### config.mk
export PLATFORM = sky130hd
export DESIGN_NAME = unaligned_bam_stream_parser
export DESIGN_NICKNAME = d
export VERILOG_FILES = /design/src/rtl/core/ubsp_pkg.sv /design/src/rtl/core/ubsp_core.sv /design/src/rtl/core/unaligned_bam_stream_parser.sv
export SDC_FILE = /design/constraint.sdc
export NUM_CORES = 2
export LEC_CHECK = 0
export BUFFER_PORTS_ARGS = -buffer_cell sky130_fd_sc_hd__buf_4
export CAP_MARGIN = 15
export CORE_MARGIN = 2
export CORE_UTILIZATION = 60
export CTS_BUF_LIST = sky130_fd_sc_hd__clkbuf_2 sky130_fd_sc_hd__clkbuf_4 sky130_fd_sc_hd__clkbuf_8
export CTS_CLUSTER_SIZE = 12
export DETAILED_ROUTE_END_ITERATION = 7
export GPL_ROUTABILITY_DRIVEN = 0
export PLACE_DENSITY = 0.78
export SYNTH_ARGS = -nofsm -noshare
export SYNTH_HDL_FRONTEND = slang
export SYNTH_HIERARCHICAL = 1
export SYNTH_SLANG_ARGS = --single-unit
### constraint.sdc
create_clock -name clk -period 25.7 [get_ports clk]
set_clock_uncertainty 0.15 [all_clocks]
set_input_delay 5.14 -clock clk [delete_from_list [all_inputs] [get_ports clk]]
set_output_delay 5.14 -clock clk [all_outputs]
set_load 0.005 [all_outputs]
### src/rtl/core/ubsp_pkg.sv
// ----------------------------------------------------------------------------
// ubsp_pkg
// Types, codes and helpers of the unaligned BAM stream parser.
// ----------------------------------------------------------------------------
package ubsp_pkg;

  typedef enum logic [3:0] {
    PH_MAGIC, PH_HLEN, PH_TEXT, PH_NREF, PH_RLNAME, PH_RNAME,
    PH_RLREF, PH_CORE, PH_PAYLOAD, PH_DONE, PH_ERROR
  } phase_t;

  localparam logic [2:0] KIND_NAME  = 3'd0;
  localparam logic [2:0] KIND_BASE  = 3'd1;
  localparam logic [2:0] KIND_QUAL  = 3'd2;
  localparam logic [2:0] KIND_DONE  = 3'd3;
  localparam logic [2:0] KIND_END   = 3'd4;
  localparam logic [2:0] KIND_ERROR = 3'd5;

  localparam logic [3:0] ERR_MAGIC_SHORT   = 4'd1;
  localparam logic [3:0] ERR_NOT_BAM       = 4'd2;
  localparam logic [3:0] ERR_HLEN_SHORT    = 4'd3;
  localparam logic [3:0] ERR_HLEN_NEG      = 4'd4;
  localparam logic [3:0] ERR_TEXT_SHORT    = 4'd5;
  localparam logic [3:0] ERR_NREF_SHORT    = 4'd6;
  localparam logic [3:0] ERR_NREF_NEG      = 4'd7;
  localparam logic [3:0] ERR_REFHDR_SHORT  = 4'd8;
  localparam logic [3:0] ERR_REFNAME_BAD   = 4'd9;
  localparam logic [3:0] ERR_REFENT_SHORT  = 4'd10;
  localparam logic [3:0] ERR_RECORD_SHORT  = 4'd11;
  localparam logic [3:0] ERR_CORRUPT       = 4'd12;
  localparam logic [3:0] ERR_PAYLOAD_SHORT = 4'd13;
  localparam logic [3:0] ERR_ALIGNED       = 4'd14;
  localparam logic [3:0] ERR_LAYOUT        = 4'd15;

  localparam logic [31:0] BAM_MAGIC    = 32'h014D_4142;
  localparam logic [31:0] CORE_MIN     = 32'd32;
  localparam logic [5:0]  CORE_LAST    = 6'd35;
  localparam logic [7:0]  QUAL_OFFSET  = 8'd33;
  localparam logic [7:0]  QUAL_ABSENT  = 8'hff;
  localparam logic [31:0] NO_COORD     = 32'hffff_ffff;

  typedef struct packed {
    logic [7:0] in_byte;
    logic       end_of_stream;
  } in_word_t;

  typedef struct packed {
    logic [2:0]  kind;
    logic [7:0]  out_char;
    logic [30:0] seq_length;
    logic        qual_ok;
    logic [3:0]  error_code;
    logic        out_last;
  } out_word_t;

  // Results of one accepted word, in order, from the parser to the queue.
  typedef struct packed {
    logic [1:0] cnt;
    out_word_t  res0;
    out_word_t  res1;
  } ubsp_step_t;

  function automatic out_word_t mk_res(logic [2:0] k, logic [7:0] ch, logic [30:0] len,
                                       logic q, logic [3:0] e);
    out_word_t r;
    r.kind       = k;
    r.out_char   = ch;
    r.seq_length = len;
    r.qual_ok    = q;
    r.error_code = e;
    r.out_last   = 1'b0;
    return r;
  endfunction

  // 4-bit base code to ASCII.
  function automatic logic [7:0] nt_decode(logic [3:0] code);
    logic [7:0] c;
    unique case (code)
      4'd1:    c = "A";
      4'd2:    c = "C";
      4'd4:    c = "G";
      4'd8:    c = "T";
      default: c = "N";
    endcase
    return c;
  endfunction

endpackage

### src/rtl/core/ubsp_core.sv
// ----------------------------------------------------------------------------
// ubsp_core
// Parser state and per-word result generation (up to two results a word).
// ----------------------------------------------------------------------------
module ubsp_core import ubsp_pkg::*; (
  input  logic       clk,
  input  logic       rst_n,
  input  logic       take,
  input  in_word_t   din,
  output ubsp_step_t step
);

  phase_t      phase_r, phase_nxt;
  logic [31:0] bc_r, bc_nxt;
  logic [31:0] wa_r, wa_nxt;
  logic [30:0] refs_r, refs_nxt;
  logic [31:0] plen_r, plen_nxt;
  logic [7:0]  nlen_r, nlen_nxt;
  logic [15:0] cigar_r, cigar_nxt;
  logic [15:0] flags_r, flags_nxt;
  logic [31:0] refi_r, refi_nxt;
  logic [31:0] pos_r, pos_nxt;
  logic [30:0] nbase_r, nbase_nxt;
  logic        qgood_r, qgood_nxt;
  logic        rbad_r, rbad_nxt;
  logic [3:0]  err_r, err_nxt;
  // region bounds inside the payload, built while the core streams in
  logic [18:0] ss_r, ss_nxt;
  logic [31:0] hs_r, hs_nxt;
  logic [31:0] qs_r, qs_nxt;
  logic [32:0] qe_r, qe_nxt;

  logic        e0_v, e1_v, t_v;
  out_word_t   e0, e1, t;
  logic [7:0]  b;
  logic [31:0] wa_ins;
  logic        wdone;
  logic        aligned;
  logic        bad_new;
  logic        fin;
  logic        fin_bad;
  logic [30:0] fin_nbase;
  logic [31:0] blk_rem;
  logic [32:0] off1;
  logic [5:0]  c6;
  logic [31:0] pl_b, ri_b, po_b, wa_b;
  logic [7:0]  nl_b;
  logic [15:0] cg_b, fl_b;

  always_comb begin
    phase_nxt = phase_r; bc_nxt = bc_r; wa_nxt = wa_r; refs_nxt = refs_r;
    plen_nxt = plen_r; nlen_nxt = nlen_r; cigar_nxt = cigar_r; flags_nxt = flags_r;
    refi_nxt = refi_r; pos_nxt = pos_r; nbase_nxt = nbase_r; qgood_nxt = qgood_r;
    rbad_nxt = rbad_r; err_nxt = err_r;
    ss_nxt = ss_r; hs_nxt = hs_r; qs_nxt = qs_r; qe_nxt = qe_r;
    e0_v = 1'b0; e1_v = 1'b0; t_v = 1'b0;
    e0 = '0; e1 = '0; t = '0;
    fin = 1'b0; fin_bad = 1'b0; fin_nbase = nbase_r;
    b = din.in_byte;
    wa_ins = wa_r | ({24'd0, b} << {bc_r[1:0], 3'b000});
    wdone = (bc_r[1:0] == 2'd3);
    aligned = !flags_r[2] || (refi_r != NO_COORD) || (pos_r != NO_COORD) ||
              (cigar_r != 16'd0);
    blk_rem = plen_r - CORE_MIN;
    bad_new = 1'b0;
    off1 = {1'b0, bc_r} + 33'd1;
    c6 = bc_r[5:0];
    pl_b = (bc_r == 32'd0) ? 32'd0 : plen_r;
    ri_b = (bc_r == 32'd0) ? 32'd0 : refi_r;
    po_b = (bc_r == 32'd0) ? 32'd0 : pos_r;
    wa_b = (bc_r == 32'd0) ? 32'd0 : wa_r;
    nl_b = (bc_r == 32'd0) ? 8'd0 : nlen_r;
    cg_b = (bc_r == 32'd0) ? 16'd0 : cigar_r;
    fl_b = (bc_r == 32'd0) ? 16'd0 : flags_r;

    if (phase_r == PH_ERROR) begin
      t_v = 1'b1; t = mk_res(KIND_ERROR, 8'd0, 31'd0, 1'b0, err_r);
    end else if (phase_r == PH_DONE) begin
      t_v = 1'b1; t = mk_res(KIND_END, 8'd0, 31'd0, 1'b0, 4'd0);
    end else if (din.end_of_stream) begin
      t_v = 1'b1;
      phase_nxt = PH_ERROR;
      unique case (phase_r)
        PH_MAGIC:           err_nxt = ERR_MAGIC_SHORT;
        PH_HLEN:            err_nxt = ERR_HLEN_SHORT;
        PH_TEXT:            err_nxt = ERR_TEXT_SHORT;
        PH_NREF:            err_nxt = ERR_NREF_SHORT;
        PH_RLNAME:          err_nxt = ERR_REFHDR_SHORT;
        PH_RNAME, PH_RLREF: err_nxt = ERR_REFENT_SHORT;
        PH_CORE:            err_nxt = ERR_RECORD_SHORT;
        default:            err_nxt = ERR_PAYLOAD_SHORT;
      endcase
      if (phase_r == PH_CORE && bc_r == 32'd0) begin
        phase_nxt = PH_DONE;
        err_nxt = err_r;
        t = mk_res(KIND_END, 8'd0, 31'd0, 1'b0, 4'd0);
      end else begin
        t = mk_res(KIND_ERROR, 8'd0, 31'd0, 1'b0, err_nxt);
      end
    end else begin
      unique case (phase_r)
        PH_MAGIC, PH_HLEN, PH_NREF, PH_RLNAME, PH_RLREF: begin
          bc_nxt = bc_r + 32'd1;
          wa_nxt = wa_ins;
          if (wdone) begin
            bc_nxt = 32'd0;
            wa_nxt = 32'd0;
            unique case (phase_r)
              PH_MAGIC: begin
                if (wa_ins != BAM_MAGIC) begin
                  t_v = 1'b1; err_nxt = ERR_NOT_BAM; phase_nxt = PH_ERROR;
                end else begin
                  phase_nxt = PH_HLEN;
                end
              end
              PH_HLEN: begin
                if (wa_ins[31]) begin
                  t_v = 1'b1; err_nxt = ERR_HLEN_NEG; phase_nxt = PH_ERROR;
                end else if (wa_ins == 32'd0) begin
                  phase_nxt = PH_NREF;
                end else begin
                  bc_nxt = wa_ins; phase_nxt = PH_TEXT;
                end
              end
              PH_NREF: begin
                if (wa_ins[31]) begin
                  t_v = 1'b1; err_nxt = ERR_NREF_NEG; phase_nxt = PH_ERROR;
                end else if (wa_ins == 32'd0) begin
                  phase_nxt = PH_CORE;
                end else begin
                  refs_nxt = wa_ins[30:0]; phase_nxt = PH_RLNAME;
                end
              end
              PH_RLNAME: begin
                if (wa_ins == 32'd0 || wa_ins[31]) begin
                  t_v = 1'b1; err_nxt = ERR_REFNAME_BAD; phase_nxt = PH_ERROR;
                end else begin
                  bc_nxt = wa_ins; phase_nxt = PH_RNAME;
                end
              end
              default: begin
                refs_nxt = refs_r - 31'd1;
                phase_nxt = (refs_r == 31'd1) ? PH_CORE : PH_RLNAME;
              end
            endcase
            t = mk_res(KIND_ERROR, 8'd0, 31'd0, 1'b0, err_nxt);
          end
        end
        PH_TEXT, PH_RNAME: begin
          bc_nxt = bc_r - 32'd1;
          if (bc_r == 32'd1) begin
            phase_nxt = (phase_r == PH_TEXT) ? PH_NREF : PH_RLREF;
          end
        end
        PH_CORE: begin
          plen_nxt = pl_b; refi_nxt = ri_b; pos_nxt = po_b; wa_nxt = wa_b;
          nlen_nxt = nl_b; cigar_nxt = cg_b; flags_nxt = fl_b;
          if (c6 < 6'd4) begin
            plen_nxt = pl_b | ({24'd0, b} << {bc_r[1:0], 3'b000});
          end else if (c6 < 6'd8) begin
            refi_nxt = ri_b | ({24'd0, b} << {bc_r[1:0], 3'b000});
          end else if (c6 < 6'd12) begin
            pos_nxt = po_b | ({24'd0, b} << {bc_r[1:0], 3'b000});
          end else if (c6 == 6'd12) begin
            nlen_nxt = b;
          end else if (c6 == 6'd16 || c6 == 6'd17) begin
            cigar_nxt = cg_b | ({8'd0, b} << {bc_r[0], 3'b000});
          end else if (c6 == 6'd18 || c6 == 6'd19) begin
            flags_nxt = fl_b | ({8'd0, b} << {bc_r[0], 3'b000});
          end else if (c6 >= 6'd20 && c6 < 6'd24) begin
            wa_nxt = wa_b | ({24'd0, b} << {bc_r[1:0], 3'b000});
          end
          // staged bound arithmetic at core bytes 18, 24 and 25
          if (c6 == 6'd18) ss_nxt = {11'd0, nlen_r} + {1'b0, cigar_r, 2'b00};
          if (c6 == 6'd24) begin
            hs_nxt = {13'd0, ss_r} + {2'd0, wa_r[30:1]};
            qs_nxt = {13'd0, ss_r} + ({1'b0, wa_r[30:0]} + 32'd1 >> 1);
          end
          if (c6 == 6'd25) qe_nxt = {1'b0, qs_r} + {2'd0, wa_r[30:0]};
          bc_nxt = bc_r + 32'd1;
          if (c6 == CORE_LAST) begin
            bc_nxt = 32'd0;
            if (plen_r[31] || plen_r < CORE_MIN || wa_r[31]) begin
              t_v = 1'b1; err_nxt = ERR_CORRUPT; phase_nxt = PH_ERROR;
              t = mk_res(KIND_ERROR, 8'd0, 31'd0, 1'b0, ERR_CORRUPT);
            end else begin
              nbase_nxt = wa_r[30:0];
              wa_nxt = 32'd0;
              plen_nxt = blk_rem;
              qgood_nxt = 1'b1;
              bad_new = aligned || ({1'b0, blk_rem} < qe_r);
              rbad_nxt = bad_new;
              if (blk_rem == 32'd0) begin
                fin = 1'b1; fin_bad = bad_new; fin_nbase = wa_r[30:0];
              end else begin
                phase_nxt = PH_PAYLOAD;
              end
            end
          end
        end
        default: begin
          if (!rbad_r) begin
            if (nlen_r != 8'd0 && off1 < {25'd0, nlen_r}) begin
              e0_v = 1'b1; e0 = mk_res(KIND_NAME, b, 31'd0, 1'b0, 4'd0);
            end else if (bc_r >= {13'd0, ss_r} && bc_r < qs_r) begin
              e0_v = 1'b1; e0 = mk_res(KIND_BASE, nt_decode(b[7:4]), 31'd0, 1'b0, 4'd0);
              if (bc_r < hs_r) begin
                e1_v = 1'b1; e1 = mk_res(KIND_BASE, nt_decode(b[3:0]), 31'd0, 1'b0, 4'd0);
              end
            end else if (bc_r >= qs_r && {1'b0, bc_r} < qe_r) begin
              if (qgood_r) begin
                if (b == QUAL_ABSENT) begin
                  qgood_nxt = 1'b0;
                end else begin
                  e0_v = 1'b1; e0 = mk_res(KIND_QUAL, b + QUAL_OFFSET, 31'd0, 1'b0, 4'd0);
                end
              end
            end
          end
          bc_nxt = off1[31:0];
          if (off1 >= {1'b0, plen_r}) begin
            fin = 1'b1; fin_bad = rbad_r; fin_nbase = nbase_r;
          end
        end
      endcase
    end

    // end of record: done item or the deferred record error
    if (fin) begin
      bc_nxt = 32'd0;
      t_v = 1'b1;
      if (fin_bad) begin
        err_nxt = aligned ? ERR_ALIGNED : ERR_LAYOUT;
        phase_nxt = PH_ERROR;
        t = mk_res(KIND_ERROR, 8'd0, 31'd0, 1'b0, err_nxt);
      end else begin
        phase_nxt = PH_CORE;
        t = mk_res(KIND_DONE, 8'd0, fin_nbase, qgood_nxt, 4'd0);
      end
    end

    // pack in order: chars first, then the terminal item
    step = '0;
    step.cnt = {1'b0, e0_v} + {1'b0, e1_v} + {1'b0, t_v};
    step.res0 = e0_v ? e0 : t;
    step.res1 = e1_v ? e1 : t;
    if (step.cnt == 2'd1) step.res0.out_last = 1'b1;
    if (step.cnt == 2'd2) step.res1.out_last = 1'b1;
  end

  always_ff @(posedge clk) begin
    if (!rst_n) begin
      phase_r <= PH_MAGIC; bc_r <= '0; wa_r <= '0; refs_r <= '0; plen_r <= '0;
      nlen_r <= '0; cigar_r <= '0; flags_r <= '0; refi_r <= '0; pos_r <= '0;
      nbase_r <= '0; qgood_r <= 1'b1; rbad_r <= 1'b0; err_r <= '0;
    end else if (take) begin
      phase_r <= phase_nxt; bc_r <= bc_nxt; wa_r <= wa_nxt; refs_r <= refs_nxt;
      plen_r <= plen_nxt; nlen_r <= nlen_nxt; cigar_r <= cigar_nxt;
      flags_r <= flags_nxt; refi_r <= refi_nxt; pos_r <= pos_nxt;
      nbase_r <= nbase_nxt; qgood_r <= qgood_nxt; rbad_r <= rbad_nxt;
      err_r <= err_nxt;
    end
  end

  always_ff @(posedge clk) begin
    if (take) begin
      ss_r <= ss_nxt; hs_r <= hs_nxt; qs_r <= qs_nxt; qe_r <= qe_nxt;
    end
  end

endmodule

### src/rtl/core/unaligned_bam_stream_parser.sv
// ----------------------------------------------------------------------------
// unaligned_bam_stream_parser
// Header skip, record core checks and name/base/quality extraction.
// ----------------------------------------------------------------------------
// Each accepted byte's results are written to a queue and leave on out_* in order.
// Throughput: one byte per cycle unless in_stall; a byte with two results
//   gives two words, one at a time on out_*, from a 4-entry queue.
// in_stall rises when the queue holds more than two words.
// Reset (rst_n low, synchronous): parser back to the magic phase, queue empty.
module unaligned_bam_stream_parser import ubsp_pkg::*; (
  input  logic      clk,
  input  logic      rst_n,
  input  logic      in_valid,
  output logic      in_stall,
  input  in_word_t  in_data,
  output logic      out_valid,
  input  logic      out_stall,
  output out_word_t out_data
);

  ubsp_step_t step;
  logic       take;
  logic       pop;

  // result queue: each byte pushes up to two words
  out_word_t  q_r [4];
  logic [1:0] wr_ptr_r, wr_ptr_nxt;
  logic [1:0] rd_ptr_r, rd_ptr_nxt;
  logic [2:0] cnt_r, cnt_nxt;
  logic [1:0] push_n;

  // room for two words always kept before a byte is taken
  assign in_stall  = (cnt_r > 3'd2);
  assign take      = in_valid && !in_stall;
  assign out_valid = (cnt_r != 3'd0);
  assign pop       = out_valid && !out_stall;
  assign out_data  = q_r[rd_ptr_r];

  ubsp_core u_core (
    .clk   (clk),
    .rst_n (rst_n),
    .take  (take),
    .din   (in_data),
    .step  (step)
  );

  always_comb begin
    push_n     = take ? step.cnt : 2'd0;
    wr_ptr_nxt = wr_ptr_r + push_n;
    rd_ptr_nxt = rd_ptr_r + {1'b0, pop};
    cnt_nxt    = cnt_r + {1'b0, push_n} - {2'b00, pop};
  end

  always_ff @(posedge clk) begin
    if (!rst_n) begin
      wr_ptr_r <= '0;
      rd_ptr_r <= '0;
      cnt_r    <= '0;
    end else begin
      wr_ptr_r <= wr_ptr_nxt;
      rd_ptr_r <= rd_ptr_nxt;
      cnt_r    <= cnt_nxt;
    end
  end

  // queue storage, no reset needed
  always_ff @(posedge clk) begin
    if (push_n != 2'd0) q_r[wr_ptr_r] <= step.res0;
    if (push_n == 2'd2) q_r[wr_ptr_r + 2'd1] <= step.res1;
  end

endmodule

==> out/metrics.yaml <==
rsz0062_at_grt: "false"
fin_crit_ps: 10270
yosysTopAreaCellShare: 0.2358
postSynthAreaPerCell_sq_um: 9.481
postCtsHoldBufs: 0
fp.dieW_um: 259.2
relSlewSlack: 0.1489
initialDrtViolationCount: 5055
ir_worst_vdd_uv: 43.65
finalCritPeriodShare: 0.3996
h-tree-depth: 3
crit_path_cell_trace: "buf_4 -> nor3b_1 -> a21oi_1 -> a2111oi_0 -> o211ai_1 -> nor3_1 -> a2111oi_0 -> nand2b_1 -> nand3b_1 -> nand3_1 -> fa_1 -> and2b_2 -> nand4_1 -> buf_4 -> mux2_2"
worstSetupPathType: "input port to flop"
cp.required_ps: 26030
slowest_delay_ps: 920
postCtsSetupBuffers: 0
num_vias: 33710
drv_cap: 0
cts_tree: "yes"
start_util: 0.6064
hold_ws_ps: 316.1
fmax_ghz: 0.09738
numCtsBuffers: 98
worstMarginPinSlew_ps: 1265
drv_slew: 0
grt_max_degree: 146
tns_ps: 0
grt_pass1_wl_um: 187900
wire_per_inst_um: 24.82
clk_latency_ps: 730
viasPerCell: 6.681
r2r_slack_ps: 16460
slowest_stage: "nor3b_1"
min_from: "u_core/nbase_r[12]$_SDFFE_PN0P_"
synth-edff-count: 307
p_total_mw: 2.887
synth_cell_types: 98
final_nets: 4405
die_h_um: 259.2
antenna_found_initial: 6
cp_max_fo: 38
synth_area_leaders: "edfxtp_1 24%, dfxtp_1 14%, ha_1 8.8%, mux2_2 3.3%, nor2b_1 3.2%"
synth.most_common_cell: "edfxtp_1"
track_usage: 0.3648
cts.sink_count: 575
yosysWarnings: 6
io_pins: 63
grt_pass1_vias: 30940
globalRouteOverflowTotal: 0
cts_resized: 0
dp_hpwl_um: 86940
violations: "design-rule violations"
row_count: 93
core_area_sq_mm: 0.06446
yosys_register_bits: 575
synth_commonest_cells: "307 x edfxtp_1, 289 x nand2_1, 284 x nor2_1, 274 x ha_1, 268 x dfxtp_1"
placed_cells: 4867
use_met1: 0.4919
gr-usage-met2: 0.5258
arrival_ps: 10600
holdPathStages: 2
routed_wl_um: 125200
finalHoldViolCount: 0
syn_to_final_growth_pct: 8.338
cts.reportedPaths.clkPinSlew_ps: 60
io_buffers: 62
syn_inst: 4123
syn_area_sq_mm: 0.03909
setup_viol: 0
yosysSeqAreaShare: 0.3731
async_flop_share: 0
ant_nets: 0
cts_buffer_depth: 3
use_met3: 0.1122
critPathLaunchType: "input port"
yosysTopAreaCell: "edfxtp_1"
p_leak_nw: 17.01
powerDensity_mw_per_mm2: 68.18
grt.busiest_layer: "met2"
drt_pass1_iterations: 8
die_area_sq_mm: 0.06721
r2r_end: "q_r[1][28]$_DFFE_PP_"
hold_end: "u_core/nbase_r[12]$_SDFFE_PN0P_"
drc: 4
n_fill_cell: 5018
min_path_type: "flop to flop"
cts_root_buffer: "clkbuf_8"
reg2reg_depth: 20
setup_slack_ps: 15430
setup.worst_path.end_class: "flop"
synth_ff_type: "edfxtp_1"
regToRegStartpoint: "u_core/bc_r[1]$_SDFFE_PN0P_"
instances_no_fill: 5046
place_ws_ps: 14880
drive_gt1_frac: 0.1563
status: "complete, but fails checks"
## cell type report
cell class	count	area, sq um	area share
clock buffer	149	1819	0.04296
tap	855	1070	0.02526
sequential	575	14590	0.3445
multi-input combinational	3054	22640	0.5346
antenna	1	2.502	0.00005909
clock inverter	29	217.7	0.005141
timing repair buffer	152	1145	0.02703
inverter	231	867.1	0.02048
## critical path, delay by kind of cell
family,cells,cell delay [ps]
AOI/OAI and AO/OA,4,940
adders and majority gates,1,690
muxes,1,420
and+or+nand+nor,7,2500
buffers and inverters,2,850
## cells by family (layout without fill, tap and decap cells)
family          Yosys count  count (layout)  synth area share
compound gates          952             952            0.1631
xor+xnor                198             198           0.04436
fa+ha+maj               280             280           0.09078
buf+inv                 496             561           0.05102
flops                   575             575            0.3731
mux                     276             276            0.1002
other cells               1               4        0.00009594
simple gates           1345            1345            0.1773
## where the power goes
group | leakage, nW | internal [mW] | total (mW) | switching, mW
Combinational | 11.0 | 0.370 | 0.931 | 0.562
Clock | 1.09 | 0.466 | 0.867 | 0.402
Sequential | 4.95 | 1.03 | 1.09 | 0.0573
Total | 17.0 | 1.87 | 2.89 | 1.02
## worst max path at each step
stage	start	slack (ps)	to	depth (start not counted)
final	in_data[2]	15430	q_r[1][19]$_DFFE_PP_	15
after detailed placement	in_data[2]	14880	q_r[1][13]$_DFFE_PP_	15
after global routing	in_data[2]	15170	q_r[0][11]$_DFFE_PP_	15
after global placement	in_data[2]	14920	q_r[1][16]$_DFFE_PP_	15
after CTS	in_data[2]	15630	q_r[1][6]$_DFFE_PP_	15
after floorplan	in_data[5]	13390	q_r[1][0]$_DFFE_PP_	14
## cells in the final DEF, fill, tap and decap left out, types with 15 or more instances in the layout
cell type | netlist | layout
nand2_1 | 289 | 288
a211oi_1 | 33 | 31
nor3_1 | 105 | 103
and2_1 | 45 | 44
edfxtp_1 | 307 | 307
clkinv_2 | 0 | 15
clkbuf_4 | 0 | 37
or2_2 | 25 | 25
a31oi_1 | 30 | 30
a22oi_1 | 147 | 147
buf_4 | 9 | 151
ha_1 | 274 | 274
o21a_1 | 24 | 24
mux4_2 | 49 | 49
xor2_1 | 64 | 64
a21oi_1 | 211 | 209
dfxtp_1 | 268 | 266
nor2b_1 | 201 | 201
nand4_1 | 84 | 84
mux2_4 | 80 | 80
a32oi_1 | 21 | 21
a21o_1 | 68 | 68
o22ai_1 | 18 | 18
nand3_1 | 88 | 87
inv_1 | 231 | 231
mux2i_1 | 34 | 34
xnor2_1 | 134 | 134
nand2b_1 | 32 | 32
clkbuf_8 | 0 | 112
o211ai_1 | 23 | 23
a21boi_0 | 52 | 52
o21bai_1 | 15 | 15
nor4_1 | 52 | 48
mux2_2 | 113 | 113
and3_1 | 39 | 39
o21ai_0 | 170 | 170
or3_1 | 26 | 25
nor2_1 | 284 | 282
## through the flow
stage            util  instance area [sq um]
3_3_place_gp   0.6251                  40300
6_report       0.6569                  42350
3_5_place_dp   0.6251                  40300
2_1_floorplan       -                  39100
4_1_cts        0.6567                  42330
5_1_grt        0.6569                  42350
## flip-flops by register name, summed over array words and instances, names as in the netlist, 8 cells and up, named ones only
| register | count |
|---|---|
| u_core/nbase_r | 31 |
| u_core/hs_r | 31 |
| u_core/refi_r | 32 |
| u_core/wa_r | 32 |
| u_core/refs_r | 31 |
| q_r | 192 |
| u_core/cigar_r | 16 |
| u_core/nlen_r | 8 |
| u_core/ss_r | 19 |
| u_core/bc_r | 32 |
| u_core/plen_r | 32 |
| u_core/pos_r | 32 |
| u_core/qe_r | 33 |
| u_core/qs_r | 32 |
## per-layer routing
layer | wire [um] | vias up
li1 | - | 15130
met4 | 7802 | 8
met3 | 16230 | 455
met5 | 84 | -
met1 | 49050 | 16050
met2 | 52060 | 2071
Note: power is estimated with default switching activity, not from simulation.
